<file path="src/rtl/core/esd_pkg.sv">
// ----------------------------------------------------------------------------
// esd_pkg: escape sequence decoder shared definitions
// Status codes, the decoded-word type carried from front to back end, and
// the bundle written into the queue on each accepted character.
// ----------------------------------------------------------------------------
package esd_pkg;

	// Default run limit for \x escapes
	localparam int HEX_RUN_LIMIT_DEF = 32767;

	// Queue between front and back end; a power of two
	localparam int QDEPTH = 4;

	// Result status codes
	localparam logic [2:0] ST_OK        = 3'd0;
	localparam logic [2:0] ST_BAD_ESC   = 3'd1;
	localparam logic [2:0] ST_SHORT_HEX = 3'd2;
	localparam logic [2:0] ST_NEWLINE   = 3'd3;
	localparam logic [2:0] ST_EOI       = 3'd4;

	// One decoded word: a byte, or the closing word of a literal
	typedef struct packed {
		logic [7:0] data;
		logic [2:0] status;
		logic       last;
		logic       is_char;
	} op_t;

	// Up to two words written into the queue in one cycle, in order
	typedef struct packed {
		logic [1:0] n;
		op_t        op0;
		op_t        op1;
	} push_t;

	function automatic op_t mk_op(input logic [7:0] data, input logic [2:0] status,
			input logic last, input logic is_char);
		op_t o;
		o.data    = data;
		o.status  = status;
		o.last    = last;
		o.is_char = is_char;
		return o;
	endfunction

endpackage

</file>
<file path="src/rtl/core/esd_if.sv">
// ----------------------------------------------------------------------------
// esd_if: escape sequence decoder channels
// Valid/ready channels for source characters and for decoded results.
// ----------------------------------------------------------------------------
interface esd_char_if;
	logic       valid;
	logic       ready;
	logic [7:0] ch;
	logic       end_of_input;
	logic       char_literal;

	modport source(output valid, output ch, output end_of_input, output char_literal,
		input ready);
	modport sink(input valid, input ch, input end_of_input, input char_literal,
		output ready);
endinterface

interface esd_result_if;
	logic        valid;
	logic        ready;
	logic [7:0]  data_byte;
	logic [63:0] packed_value;
	logic [2:0]  status;
	logic        last_of_literal;

	modport source(output valid, output data_byte, output packed_value, output status,
		output last_of_literal, input ready);
	modport sink(input valid, input data_byte, input packed_value, input status,
		input last_of_literal, output ready);
endinterface

</file>
<file path="src/rtl/core/escape_sequence_decoder.sv">
// Path: a character's words go into the queue, then to the output register;
// a non-digit that ends an escape run gives two results, unless it is a
// backslash. Throughput: one character per cycle while the queue has room
// for two words; results leave at one per cycle, while taken, through the
// single output register, so a queue of four words absorbs double results.
// Reset: arst_n clears scanner state, queue pointers, byte pack and output valid.
// ----------------------------------------------------------------------------
// escape_sequence_decoder: C string and character literal decoder
// Scanner front end, word queue and packing back end with output register.
// ----------------------------------------------------------------------------
module escape_sequence_decoder import esd_pkg::*; #(
	parameter int HEX_RUN_LIMIT = HEX_RUN_LIMIT_DEF
) (
	input  logic         clk,
	input  logic         arst_n,
	esd_char_if.sink     chars,
	esd_result_if.source results
);
	// Words handed from the scanner to the queue
	push_t push;
	logic  space_ok;

	// Head of the queue toward the packer
	logic  pop_valid;
	op_t   pop_op;
	logic  pop_ready;

	// Scan characters; hold ready low while the queue lacks room for two words
	esd_front #(
		.HEX_RUN_LIMIT(HEX_RUN_LIMIT)
	) u_front (
		.clk      (clk),
		.arst_n   (arst_n),
		.chars    (chars),
		.space_ok (space_ok),
		.push     (push)
	);

	// Decouple scanning from result delivery
	esd_queue u_queue (
		.clk       (clk),
		.arst_n    (arst_n),
		.push      (push),
		.space_ok  (space_ok),
		.pop_valid (pop_valid),
		.pop_op    (pop_op),
		.pop_ready (pop_ready)
	);

	// Pack character literal bytes and drive the result channel
	esd_back u_back (
		.clk       (clk),
		.arst_n    (arst_n),
		.pop_valid (pop_valid),
		.pop_op    (pop_op),
		.pop_ready (pop_ready),
		.results   (results)
	);
endmodule

</file>
<file path="src/rtl/core/esd_front.sv">
// ----------------------------------------------------------------------------
// esd_front: escape scanner
// Accepts one character per cycle while the queue has room, tracks escape and
// digit runs, and writes zero, one or two decoded words into the queue.
// ----------------------------------------------------------------------------
module esd_front import esd_pkg::*; #(
	parameter int HEX_RUN_LIMIT = HEX_RUN_LIMIT_DEF
) (
	input  logic         clk,
	input  logic         arst_n,
	esd_char_if.sink     chars,
	input  logic         space_ok,
	output push_t        push
);
	localparam int CW0 = $clog2(HEX_RUN_LIMIT + 1);
	localparam int CW  = (CW0 > 4) ? CW0 : 4;

	localparam logic [1:0] MODE_PLAIN = 2'd0;
	localparam logic [1:0] MODE_ESC   = 2'd1;
	localparam logic [1:0] MODE_HEX   = 2'd2;
	localparam logic [1:0] MODE_OCT   = 2'd3;

	localparam logic [1:0] KIND_X   = 2'd0;
	localparam logic [1:0] KIND_U16 = 2'd1;
	localparam logic [1:0] KIND_U32 = 2'd2;
	localparam logic [1:0] KIND_OCT3 = 2'd0;
	localparam logic [1:0] KIND_OCT2 = 2'd1;

	logic [1:0]    mode_q, mode_d;
	logic [1:0]    kind_q, kind_d;
	logic [CW-1:0] cnt_q, cnt_d;
	logic [7:0]    val_q, val_d;

	logic          acc;
	logic [7:0]    ch;
	logic          eoi, is_char;
	logic [7:0]    quote, lowc;

	op_t           p_op;
	logic          p_valid, p_esc;
	logic          hex_ok, oct_ok;
	logic [3:0]    hex_d;
	logic [CW-1:0] cnt_inc, lim, need;
	logic [7:0]    hex_val, oct_val;
	push_t         push_d;

	assign chars.ready = space_ok;
	assign acc         = chars.valid & chars.ready;
	assign ch          = chars.ch;
	assign eoi         = chars.end_of_input;
	assign is_char     = chars.char_literal;
	assign quote       = is_char ? 8'h27 : 8'h22;
	assign lowc        = ch | 8'h20;

	// Plain character handling, also used for run terminators
	always_comb begin
		p_op    = mk_op(ch, ST_OK, 1'b0, is_char);
		p_valid = 1'b1;
		p_esc   = 1'b0;
		if (eoi) begin
			p_op = mk_op(8'h00, ST_EOI, 1'b1, is_char);
		end else if (ch == 8'h0A) begin
			p_op = mk_op(8'h00, ST_NEWLINE, 1'b1, is_char);
		end else if (ch == quote) begin
			p_op = mk_op(8'h00, ST_OK, 1'b1, is_char);
		end else if (ch == 8'h5C) begin
			p_valid = 1'b0;
			p_esc   = 1'b1;
		end
	end

	// Digit classification
	always_comb begin
		hex_ok = 1'b0;
		hex_d  = 4'd0;
		if (!eoi && ch >= "0" && ch <= "9") begin
			hex_ok = 1'b1;
			hex_d  = ch[3:0];
		end else if (!eoi && lowc >= "a" && lowc <= "f") begin
			hex_ok = 1'b1;
			hex_d  = lowc[3:0] + 4'd9;
		end
		oct_ok  = !eoi && ch >= "0" && ch <= "7";
		hex_val = {val_q[3:0], hex_d};
		oct_val = {val_q[4:0], ch[2:0]};
		cnt_inc = cnt_q + CW'(1);
		case (kind_q)
			KIND_U32: begin
				lim  = CW'(8);
				need = CW'(8);
			end
			KIND_U16: begin
				lim  = CW'(4);
				need = CW'(4);
			end
			default: begin
				lim  = CW'(HEX_RUN_LIMIT);
				need = CW'(1);
			end
		endcase
	end

	always_comb begin
		mode_d = MODE_PLAIN;
		kind_d = 2'd0;
		cnt_d  = '0;
		val_d  = 8'h00;
		push_d = '0;
		case (mode_q)
			MODE_ESC: begin
				if (eoi) begin
					push_d.n   = 2'd1;
					push_d.op0 = mk_op(8'h00, ST_EOI, 1'b1, is_char);
				end else begin
					push_d.n = 2'd1;
					case (ch)
						"U": begin
							push_d.n = 2'd0;
							mode_d   = MODE_HEX;
							kind_d   = KIND_U32;
						end
						"u": begin
							push_d.n = 2'd0;
							mode_d   = MODE_HEX;
							kind_d   = KIND_U16;
						end
						"x": begin
							push_d.n = 2'd0;
							mode_d   = MODE_HEX;
							kind_d   = KIND_X;
						end
						"0", "1", "2", "3": begin
							push_d.n = 2'd0;
							mode_d   = MODE_OCT;
							kind_d   = KIND_OCT3;
							cnt_d    = CW'(1);
							val_d    = {5'd0, ch[2:0]};
						end
						"4", "5", "6", "7": begin
							push_d.n = 2'd0;
							mode_d   = MODE_OCT;
							kind_d   = KIND_OCT2;
							cnt_d    = CW'(1);
							val_d    = {5'd0, ch[2:0]};
						end
						8'h3F, 8'h5C, 8'h27, 8'h22: push_d.op0 = mk_op(ch, ST_OK, 1'b0, is_char);
						"a": push_d.op0 = mk_op(8'h07, ST_OK, 1'b0, is_char);
						"b": push_d.op0 = mk_op(8'h08, ST_OK, 1'b0, is_char);
						"f": push_d.op0 = mk_op(8'h0C, ST_OK, 1'b0, is_char);
						"n": push_d.op0 = mk_op(8'h0A, ST_OK, 1'b0, is_char);
						"r": push_d.op0 = mk_op(8'h0D, ST_OK, 1'b0, is_char);
						"t": push_d.op0 = mk_op(8'h09, ST_OK, 1'b0, is_char);
						"v": push_d.op0 = mk_op(8'h0B, ST_OK, 1'b0, is_char);
						default: push_d.op0 = mk_op(ch, ST_BAD_ESC, 1'b0, is_char);
					endcase
				end
			end
			MODE_HEX: begin
				if (hex_ok) begin
					if (cnt_inc >= lim) begin
						push_d.n   = 2'd1;
						push_d.op0 = mk_op(hex_val, ST_OK, 1'b0, is_char);
					end else begin
						mode_d = MODE_HEX;
						kind_d = kind_q;
						cnt_d  = cnt_inc;
						val_d  = hex_val;
					end
				end else begin
					// flush the partial value, then rescan the terminator
					push_d.op0 = mk_op(val_q, (cnt_q < need) ? ST_SHORT_HEX : ST_OK,
						1'b0, is_char);
					push_d.op1 = p_op;
					push_d.n   = p_valid ? 2'd2 : 2'd1;
					mode_d     = p_esc ? MODE_ESC : MODE_PLAIN;
				end
			end
			MODE_OCT: begin
				if (oct_ok) begin
					if (cnt_inc >= ((kind_q == KIND_OCT3) ? CW'(3) : CW'(2))) begin
						push_d.n   = 2'd1;
						push_d.op0 = mk_op(oct_val, ST_OK, 1'b0, is_char);
					end else begin
						mode_d = MODE_OCT;
						kind_d = kind_q;
						cnt_d  = cnt_inc;
						val_d  = oct_val;
					end
				end else begin
					push_d.op0 = mk_op(val_q, ST_OK, 1'b0, is_char);
					push_d.op1 = p_op;
					push_d.n   = p_valid ? 2'd2 : 2'd1;
					mode_d     = p_esc ? MODE_ESC : MODE_PLAIN;
				end
			end
			default: begin
				push_d.op0 = p_op;
				push_d.n   = p_valid ? 2'd1 : 2'd0;
				mode_d     = p_esc ? MODE_ESC : MODE_PLAIN;
			end
		endcase
	end

	always_comb begin
		push = push_d;
		if (!acc) begin
			push.n = 2'd0;
		end
	end

	always_ff @(posedge clk or negedge arst_n) begin
		if (!arst_n) begin
			mode_q <= MODE_PLAIN;
			kind_q <= 2'd0;
			cnt_q  <= '0;
			val_q  <= 8'h00;
		end else if (acc) begin
			mode_q <= mode_d;
			kind_q <= kind_d;
			cnt_q  <= cnt_d;
			val_q  <= val_d;
		end
	end

`ifndef SYNTH
	// two words come only from a flushed run byte and its terminator
	a_two_words_start_with_byte: assert property (@(posedge clk) disable iff (!arst_n)
		(push.n == 2'd2) |-> (!push.op0.last && (mode_q == MODE_HEX || mode_q == MODE_OCT)))
		else $error("esd_front: two words without a pending run");
`endif
endmodule

</file>
<file path="src/rtl/core/esd_queue.sv">
// ----------------------------------------------------------------------------
// esd_queue: decoded word queue
// Short queue taking up to two words per cycle, giving one per cycle on pop.
// ----------------------------------------------------------------------------
module esd_queue import esd_pkg::*; (
	input  logic  clk,
	input  logic  arst_n,
	input  push_t push,
	output logic  space_ok,
	output logic  pop_valid,
	output op_t   pop_op,
	input  logic  pop_ready
);
	localparam int PW = $clog2(QDEPTH);
	localparam int CW = $clog2(QDEPTH + 1);

	op_t           mem_q [QDEPTH];
	logic [PW-1:0] wr_ptr_q, rd_ptr_q;
	logic [CW-1:0] count_q;
	logic          pop;

	assign space_ok  = count_q <= CW'(QDEPTH - 2);
	assign pop_valid = count_q != '0;
	assign pop_op    = mem_q[rd_ptr_q];
	assign pop       = pop_valid & pop_ready;

	always_ff @(posedge clk) begin
		if (push.n != 2'd0) begin
			mem_q[wr_ptr_q] <= push.op0;
		end
		if (push.n == 2'd2) begin
			mem_q[wr_ptr_q + PW'(1)] <= push.op1;
		end
	end

	always_ff @(posedge clk or negedge arst_n) begin
		if (!arst_n) begin
			wr_ptr_q <= '0;
			rd_ptr_q <= '0;
			count_q  <= '0;
		end else begin
			wr_ptr_q <= wr_ptr_q + PW'(push.n);
			if (pop) begin
				rd_ptr_q <= rd_ptr_q + PW'(1);
			end
			count_q <= count_q + CW'(push.n) - CW'(pop);
		end
	end

`ifndef SYNTH
	a_no_overflow: assert property (@(posedge clk) disable iff (!arst_n)
		(push.n != 2'd0) |-> (count_q <= CW'(QDEPTH - 2)))
		else $error("esd_queue: write without room");
	a_count_tracks: assert property (@(posedge clk) disable iff (!arst_n)
		(push.n == 2'd0 && !pop) |=> (count_q == $past(count_q)))
		else $error("esd_queue: count moved with no traffic");
`endif
endmodule

</file>
<file path="src/rtl/core/esd_back.sv">
// ----------------------------------------------------------------------------
// esd_back: result packer
// Drains the queue, packs character literal bytes, and holds each result
// in an output register until it is taken.
// ----------------------------------------------------------------------------
module esd_back import esd_pkg::*; (
	input  logic          clk,
	input  logic          arst_n,
	input  logic          pop_valid,
	input  op_t           pop_op,
	output logic          pop_ready,
	esd_result_if.source  results
);
	logic        out_valid_q;
	logic [7:0]  data_q;
	logic [63:0] packed_q;
	logic [2:0]  status_q;
	logic        last_q;
	logic [63:0] pack_q;
	logic        take;

	assign pop_ready = !out_valid_q || results.ready;
	assign take      = pop_valid && pop_ready;

	assign results.valid           = out_valid_q;
	assign results.data_byte       = data_q;
	assign results.packed_value    = packed_q;
	assign results.status          = status_q;
	assign results.last_of_literal = last_q;

	always_ff @(posedge clk) begin
		if (take) begin
			data_q   <= pop_op.last ? 8'h00 : pop_op.data;
			packed_q <= (pop_op.last && pop_op.is_char) ? pack_q : 64'd0;
			status_q <= pop_op.status;
			last_q   <= pop_op.last;
		end
	end

	always_ff @(posedge clk or negedge arst_n) begin
		if (!arst_n) begin
			out_valid_q <= 1'b0;
			pack_q      <= 64'd0;
		end else begin
			if (take) begin
				out_valid_q <= 1'b1;
				pack_q      <= pop_op.last ? 64'd0 : {pack_q[55:0], pop_op.data};
			end else if (results.ready) begin
				out_valid_q <= 1'b0;
			end
		end
	end

`ifndef SYNTH
	a_pack_clears: assert property (@(posedge clk) disable iff (!arst_n)
		(take && pop_op.last) |=> (pack_q == 64'd0))
		else $error("esd_back: pack not cleared after closing word");
`endif
endmodule

</file>
<file path="src/flat_wrapper.sv">
// flat-port wrapper written by rule: the top's interface ports become plain ports
module escape_sequence_decoder_flat import esd_pkg::*;
#(
	parameter int HEX_RUN_LIMIT = HEX_RUN_LIMIT_DEF
)
  (clk, arst_n, chars_valid, chars_ch, chars_end_of_input, chars_char_literal, chars_ready, results_valid, results_data_byte, results_packed_value, results_status, results_last_of_literal, results_ready);
  esd_char_if chars_i ();
  esd_result_if results_i ();
  input  logic clk;
  input  logic arst_n;
  input wire logic [$bits(chars_i.valid)-1:0] chars_valid;
  input wire logic [$bits(chars_i.ch)-1:0] chars_ch;
  input wire logic [$bits(chars_i.end_of_input)-1:0] chars_end_of_input;
  input wire logic [$bits(chars_i.char_literal)-1:0] chars_char_literal;
  output wire logic [$bits(chars_i.ready)-1:0] chars_ready;
  output wire logic [$bits(results_i.valid)-1:0] results_valid;
  output wire logic [$bits(results_i.data_byte)-1:0] results_data_byte;
  output wire logic [$bits(results_i.packed_value)-1:0] results_packed_value;
  output wire logic [$bits(results_i.status)-1:0] results_status;
  output wire logic [$bits(results_i.last_of_literal)-1:0] results_last_of_literal;
  input wire logic [$bits(results_i.ready)-1:0] results_ready;
  assign chars_i.valid = chars_valid;
  assign chars_i.ch = chars_ch;
  assign chars_i.end_of_input = chars_end_of_input;
  assign chars_i.char_literal = chars_char_literal;
  assign chars_ready = chars_i.ready;
  assign results_valid = results_i.valid;
  assign results_data_byte = results_i.data_byte;
  assign results_packed_value = results_i.packed_value;
  assign results_status = results_i.status;
  assign results_last_of_literal = results_i.last_of_literal;
  assign results_i.ready = results_ready;
  escape_sequence_decoder #(.HEX_RUN_LIMIT(HEX_RUN_LIMIT)) u_core (.clk(clk), .arst_n(arst_n), .chars(chars_i), .results(results_i));
endmodule
</file>
<file path="config.mk">
export PLATFORM = sky130hd
export DESIGN_NAME = escape_sequence_decoder_flat
export DESIGN_NICKNAME = d
export VERILOG_FILES = /design/src/rtl/core/esd_pkg.sv /design/src/rtl/core/esd_if.sv /design/src/rtl/core/escape_sequence_decoder.sv /design/src/rtl/core/esd_front.sv /design/src/rtl/core/esd_queue.sv /design/src/rtl/core/esd_back.sv /design/src/flat_wrapper.sv
export SDC_FILE = /design/constraint.sdc
export NUM_CORES = 1
export LEC_CHECK = 0
export BUFFER_PORTS_ARGS = -buffer_cell sky130_fd_sc_hd__buf_2
export CORE_MARGIN = 2
export CORE_UTILIZATION = 65
export CTS_CLUSTER_DIAMETER = 150
export DETAILED_ROUTE_END_ITERATION = 8
export PLACE_DENSITY = 0.85
export SLEW_MARGIN = 30
export SYNTH_ARGS = -nofsm -noshare
export SYNTH_HDL_FRONTEND = slang
export SYNTH_SLANG_ARGS = --single-unit
</file>
<file path="constraint.sdc">
create_clock -name clk -period 9.6 [get_ports clk]
set_clock_uncertainty 0.05 [all_clocks]
set_input_delay 1.92 -clock clk [delete_from_list [all_inputs] [get_ports clk]]
set_output_delay 1.92 -clock clk [all_outputs]
set_load 0.01 [all_outputs]
</file>
# == Word level (Yosys, flattened, before mapping) ==
# Memories as Yosys holds them, arrays and structs flattened.
# Index checks and enable logic that the tools add are counted.
# totals
register_bits,175
mem_bits_rw,52
in_bits,14
output_inout_bits,78
word_cells,154
memories,1
# mem_list
memory,words,width,rd,rd_ports_with_merged_regs,write_ports,line,text
u_core.u_queue.mem_q,4,13,1,0,2,esd_queue.sv:17,op_t mem_q [QDEPTH];
# op_classes
addsub,7
n_lt_le_gt_ge,9
n_eq_ne,32
muxes,70
n_bitwise,2
n_reduce_logical,20
# ops
cell,count
$pmux W13 S9,1
$mux W15,6
$pmux W15 S3,2
$eq A8 B6 Y1 const B,11
$eq A8 B7 Y1 const B,11
$mux W13,5
$mux W64,1
$mux W14,3
$mux W8,4
$pmux W15 S2,1
$mux W2,13
$pmux W13 S2,1
$pmux W8 S3,1
$mux W1,22
$le A8 B6 Y1 const B,2
$add A15 B1 Y15 const B,1
$ge A15 B15 Y1,1
$ge A15 B2 Y1,1
$lt A15 B15 Y1,1
$pmux W2 S3,2
$reduce_or A11 Y1,1
$mux W3,3
$eq A2 B2 Y1 const B,4
$eq A8 B4 Y1 const B,1
27 further kinds,41

# == Depth between registers and ports, before layout ==
# logic_depth
ltp_word,12
mapped_depth,22
ltp_nobuf,20

# == Cells and area by module ==
# A second synthesis with hierarchy kept.
# hier_totals
cells_unflattened,995
area_unflattened_um2,12306.8
# modules_own_cells
mod,n_inst,cells_per_inst,area_per_inst_um2,seq_area_each_um2
esd_back,1,365,5880.6,3908.7
esd_front,1,460,3369.5,675.6
esd_queue,1,170,3056.7,1736.7

# == Worst setup path before layout ==
# Ideal clock, no wire load.
# synth_path
path_kind,input to register
from,input port results_ready
to,register u_core.u_queue.count_q[2]
setup_time_ns,0.123
arrival_time_ns,5.901
required_time_ns,9.427
path_slack_ns,3.526
cell_stages,11
path_buffers,1
path_cell_list,inv_1 -> a21o_1 -> inv_1 -> clkbuf_1 -> ha_1 -> inv_1 -> ha_1 -> inv_1 -> fa_1 -> xor2_1 -> xnor2_1
# synth_between
elab_chain_cells,3
# synth_lines
element,line,text
from (decl),flat_wrapper.sv:21,input wire logic [$bits(results_i.ready)-1:0] results_ready;
$logic_or A1 B1 Y1,esd_back.sv:22,assign pop_ready = !out_valid_q || results.ready;
$and A1 B1 Y1,esd_queue.sv:25,assign pop = pop_valid & pop_ready;
$sub A3 B1 Y3,esd_queue.sv:46,count_q <= count_q + CW'(push.n) - CW'(pop);
to (signal assigned),esd_queue.sv:46,
to (decl),esd_queue.sv:19,logic [CW-1:0] count_q;
# Every way passes these cells.
# A chain may end at the register's enable or synchronous reset.

# == Worst setup path after layout ==
# layout_path
from,register u_core.u_front.cnt_q[0]
to,register u_core.u_queue.count_q[2]
# layout_between
elab_chain_cells,8
elab_cells_between_ends,11
cone_classes,3 x add/sub; 2 x order compare; 6 x mux
# layout_lines
element,line,text
from (decl),esd_front.sv:31,"logic [CW-1:0] cnt_q, cnt_d;"
from (signal assigned),esd_front.sv:220,cnt_q <= cnt_d;
$add A15 B1 Y15 (*),esd_front.sv:86,cnt_inc = cnt_q + CW'(1);
$ge A15 B2 Y1 / $ge A15 B15 Y1 (equally long branches),"esd_front.sv:180, esd_front.sv:160",
"$mux W14, on equally long branches","esd_front.sv:180, esd_front.sv:160",
"$mux W15, on equally long branches","esd_front.sv:179, esd_front.sv:159",
$pmux W15 S3 (*),esd_front.sv:109,case (mode_q)
$mux W2 (*),esd_front.sv:206,if (!acc) begin
$add A3 B2 Y3 (*),esd_queue.sv:46,
$sub A3 B1 Y3 (*),esd_queue.sv:46,
# Every way passes the cells marked *; elsewhere a longest branch is shown, timed or not.

==> results.tsv <==
stage	metric	value	unit
yosys	yosys_warnings	0	
min_path	worstHoldStart	u_core.u_back.pack_q[59]	
global_route	grt_pass1_wl	44830	um
timing	period_share	0.5979	
timing	tightestPinTransition	0.9153	ns
die	core_area	17360	um2
power	ir_worst_vdd	172.5	uV
yosys	yosys.area_share.simple	0.1857	
clock_network	cts_sinks	227	
layout	area_growth	11.18	%
global_route	grt_pass1_vias	8449	
global_route	grt_use_total	0.3035	
drt	first_pass_iters	7	
min_path	hold_class	flip-flop to flip-flop	
placement	portBuffers	91	
layout	drive_gt1_frac	0.1542	
layout	fin_nets	1206	
die	dieArea	18920	um2
global_route	grt_antenna_before_repair	0	
global_route	grt_max_degree	130	
critical_path	r2r_start	u_core.u_front.cnt_q[0]	
placement	dp.final_hpwl	18370	um
timing	relSlewSlack	0.3842	
critical_path	endpoint_kind	flip-flop	
clock_network	cts-root-buf	clkbuf_16	
global_route	grt-ovfl-total	0	
clock_network	cts_tree	yes	
timing	rsz0062_at_grt	no	
yosys	synth_seq_cells	227	
yosys	synth-compound-area-share	0.1399	
clock_network	clockBufferDepth	3	
timing	maxSlewViolCount	0	
clock_network	post_cts_buffers	0	
yosys	avgSynthCellArea	10.34	um2
layout	diodes	0	
min_path	hold_end	u_core.u_back.pack_q[59]	
power	powerDensity	255.2	nW/um2
critical_path	reg2reg_depth	19	
die	io_pins	92	
yosys	synth_area	11590	um2
drt	via_per_inst	6.385	
critical_path	worstPathMaxFanout	12	
min_path	holdPathStages	2	
flow_run	drv_cap	0	
critical_path	cp_cell_sequence	ha_1 -> and3_1 -> and3_1 -> nand3_1 -> xnor2_1 -> ha_1 -> nand4_1 -> or4b_2 -> a211oi_2 -> nor3_4 -> a211oi_2 -> o21ai_1 -> ha_1 -> inv_1 -> ha_1 -> inv_1 -> fa_1 -> xor2_1 -> xnor2_1	
yosys	synth_xor_area_frac	0.01662	
yosys	yosysUniqueCellTypes	75	
yosys	ys_seq_area_frac	0.5452	
layout	final_util	0.7427	
clock_network	cts_resized	0	
timing	setup_viol	0	
critical_path	cpMostUsedCell	ha_1	
clock_network	clkLatencyLatePin	0.51	ns
placement	gp_congestion	0.9727	
yosys	synth_edf_count	128	
power	p_leak	0.005462	uW
yosys	synth_ff_type	edfxtp_1	
die	floorplan.initialDensity	0.6680	
yosys	yosys.area_share.adder	0.03302	
yosys	synth_nets	1165	
die	die_w	137.6	um
drt	wl_per_cell	19.67	um
critical_path	cp.required	9.94	ns
timing	fmax	174.2	MHz
layout	fill_cells	1128	
drt	wl	27640	um
clock_network	h-tree-depth	1	
drt	ant_nets	0	
timing	setup_tns	0	ns
yosys	synth.area.mux_share	0.04090	
critical_path	slowest_stage	or4b_2	
placement	dp.cells	1361	
layout	final_cells	1405	
die	die_y	137.6	um
yosys	ys_async_sr_fraction	0.4361	
clock_network	cts_hold_buf	0	
status	status	completed	
critical_path	critical_path_arrival	6.08	ns
yosys	synthCells	1121	
timing	hold_viol	0	
critical_path	r2r_end	u_core.u_queue.count_q[2]	
critical_path	worstSetupPathType	flip-flop to flip-flop	
drt	vias	8971	
die	rows	48	
critical_path	r2r_slack	3.86	ns
clock_network	numCtsBuffers	24	
yosys	synth_top_family_by_area	simple AND/OR/NAND/NOR gates	
critical_path	cp-start-kind	flip-flop	
drt	drtIter0Drc	920	
timing	period_minus_slack	5.739	ns
critical_path	cp_slowest_stage_delay	0.69	ns
drt	drc	0	
clock_network	clk_transition_reported_paths	0.06	ns
## metrics by stage
step,cell area (um2),hold slack [ns],setup slack (ns),total power [uW]
after floorplan,11590,0.3918,3.526,2081
after global placement,12080,0.4079,3.772,2338
after detailed placement,12100,0.4157,3.682,2385
after CTS,12870,0.4273,3.949,3288
after global routing,12890,0.4572,3.438,3466
final,12890,0.4256,3.861,3289
## logic make-up after synthesis
kind of cell	Yosys count
AO/OA/AOI/OAI	254
XOR/XNOR	22
adder cells (fa/ha/maj)	30
buffers and inverters	114
flip-flops	227
multiplexers	30
AND/OR/NAND/NOR	444
## flip-flops by register name, indices dropped and copies added (netlist names)
name / cells
u_core.u_front.kind_q: 2
u_core.u_back.results.data_byte: 8
u_core.u_back.pack_q: 64
u_core.u_queue.wr_ptr_q: 2
u_core.u_back.results.packed_value: 64
u_core.u_front.val_q: 8
u_core.u_queue.rd_ptr_q: 2
u_core.u_front.cnt_q: 15
u_core.u_queue.count_q: 3
u_core.u_back.results.last_of_literal: 1
u_core.u_back.results.valid: 1
u_core.u_queue.mem_q: 52
u_core.u_back.results.status: 3
u_core.u_front.mode_q: 2
## where the power goes
part,switching [uW],internal (uW),leakage (uW)
registers,138,1320,0.00260
clock network,369,528,0.000377
logic,628,309,0.00249
total,1140,2150,0.00546
## area by class of cell
type | instances | area (um2) | area share
clock buffers | 34 | 648.1 | 0.05028
clock inverters | 10 | 121.4 | 0.009415
inverters | 30 | 115.1 | 0.008929
multi-input cells | 780 | 4877 | 0.3783
flip-flops and latches | 227 | 6322 | 0.4904
well taps | 225 | 281.5 | 0.02184
repair buffers | 99 | 525.5 | 0.04076
## worst max path at each step
stage,start,slack (ns),end,cells after the start
after floorplan,results_ready,3.53,u_core.u_queue.count_q[2],11
after global placement,chars_ch[0],3.77,u_core.u_queue.mem_q[0][3],11
after detailed placement,chars_ch[0],3.68,u_core.u_queue.mem_q[2][12],11
after CTS,u_core.u_front.cnt_q[0],3.95,u_core.u_queue.count_q[2],19
after global routing,u_core.u_front.cnt_q[0],3.44,u_core.u_queue.count_q[2],19
final,u_core.u_front.cnt_q[0],3.86,u_core.u_queue.count_q[2],19
## metal layers
metal	global-route usage	vias to the layer above	part of all wire
met5	0	-	0
met2	0.4666	439	0.47
met1	0.4337	4301	0.41
met3	0.04820	87	0.076
li1	-	4144	-
met4	0.1300	0	0.043
## layout by cell type, fill, tap and decap left out, types with 12 or more instances in the layout
cell	count
a21oi_1	30
a22oi_1	21
and3_1	71
buf_2	90
clkbuf_16	24
dfrtp_1	98
edfxtp_1	128
ha_1	29
inv_1	28
mux4_2	12
nand2_1	217
nand3_1	28
nand4_1	12
nor2_1	39
nor2b_1	13
nor3_1	12
o21ai_0	119
xnor2_1	14
## Yosys cell counts (5+ instances only)
master | n | area share
xor2_1 | 8 | 0.0060
nand4_1 | 12 | 0.0065
or3_1 | 7 | 0.0038
mux2i_1 | 8 | 0.0069
nor4_1 | 8 | 0.0043
mux4_2 | 13 | 0.025
and2_1 | 5 | 0.0027
nor3_1 | 12 | 0.0052
nand2_1 | 217 | 0.070
nand3_1 | 28 | 0.012
buf_2 | 17 | 0.0073
nor2b_1 | 13 | 0.0070
inv_1 | 29 | 0.0094
nand2b_1 | 6 | 0.0032
mux2_2 | 6 | 0.0058
o211ai_1 | 6 | 0.0039
o21ai_1 | 5 | 0.0022
o31ai_1 | 5 | 0.0032
xnor2_1 | 14 | 0.011
a22oi_1 | 21 | 0.014
and3_1 | 71 | 0.038
nor2_1 | 39 | 0.013
clkbuf_1 | 63 | 0.020
or2_2 | 6 | 0.0032
a31oi_1 | 6 | 0.0032
edfxtp_1 | 128 | 0.33
ha_1 | 29 | 0.031
o21ai_0 | 119 | 0.051
a21oi_1 | 32 | 0.014
dfrtp_1 | 99 | 0.21
## critical path, delay by kind of cell (launching register included)
kind            cells  cell delay [ns]
flops               1             0.57
buf+inv             2             0.11
simple gates        6             1.84
fa+ha+maj           5             1.63
xor+xnor            3             0.47
compound gates      3             0.94
(Power assumes the default switching activity.)
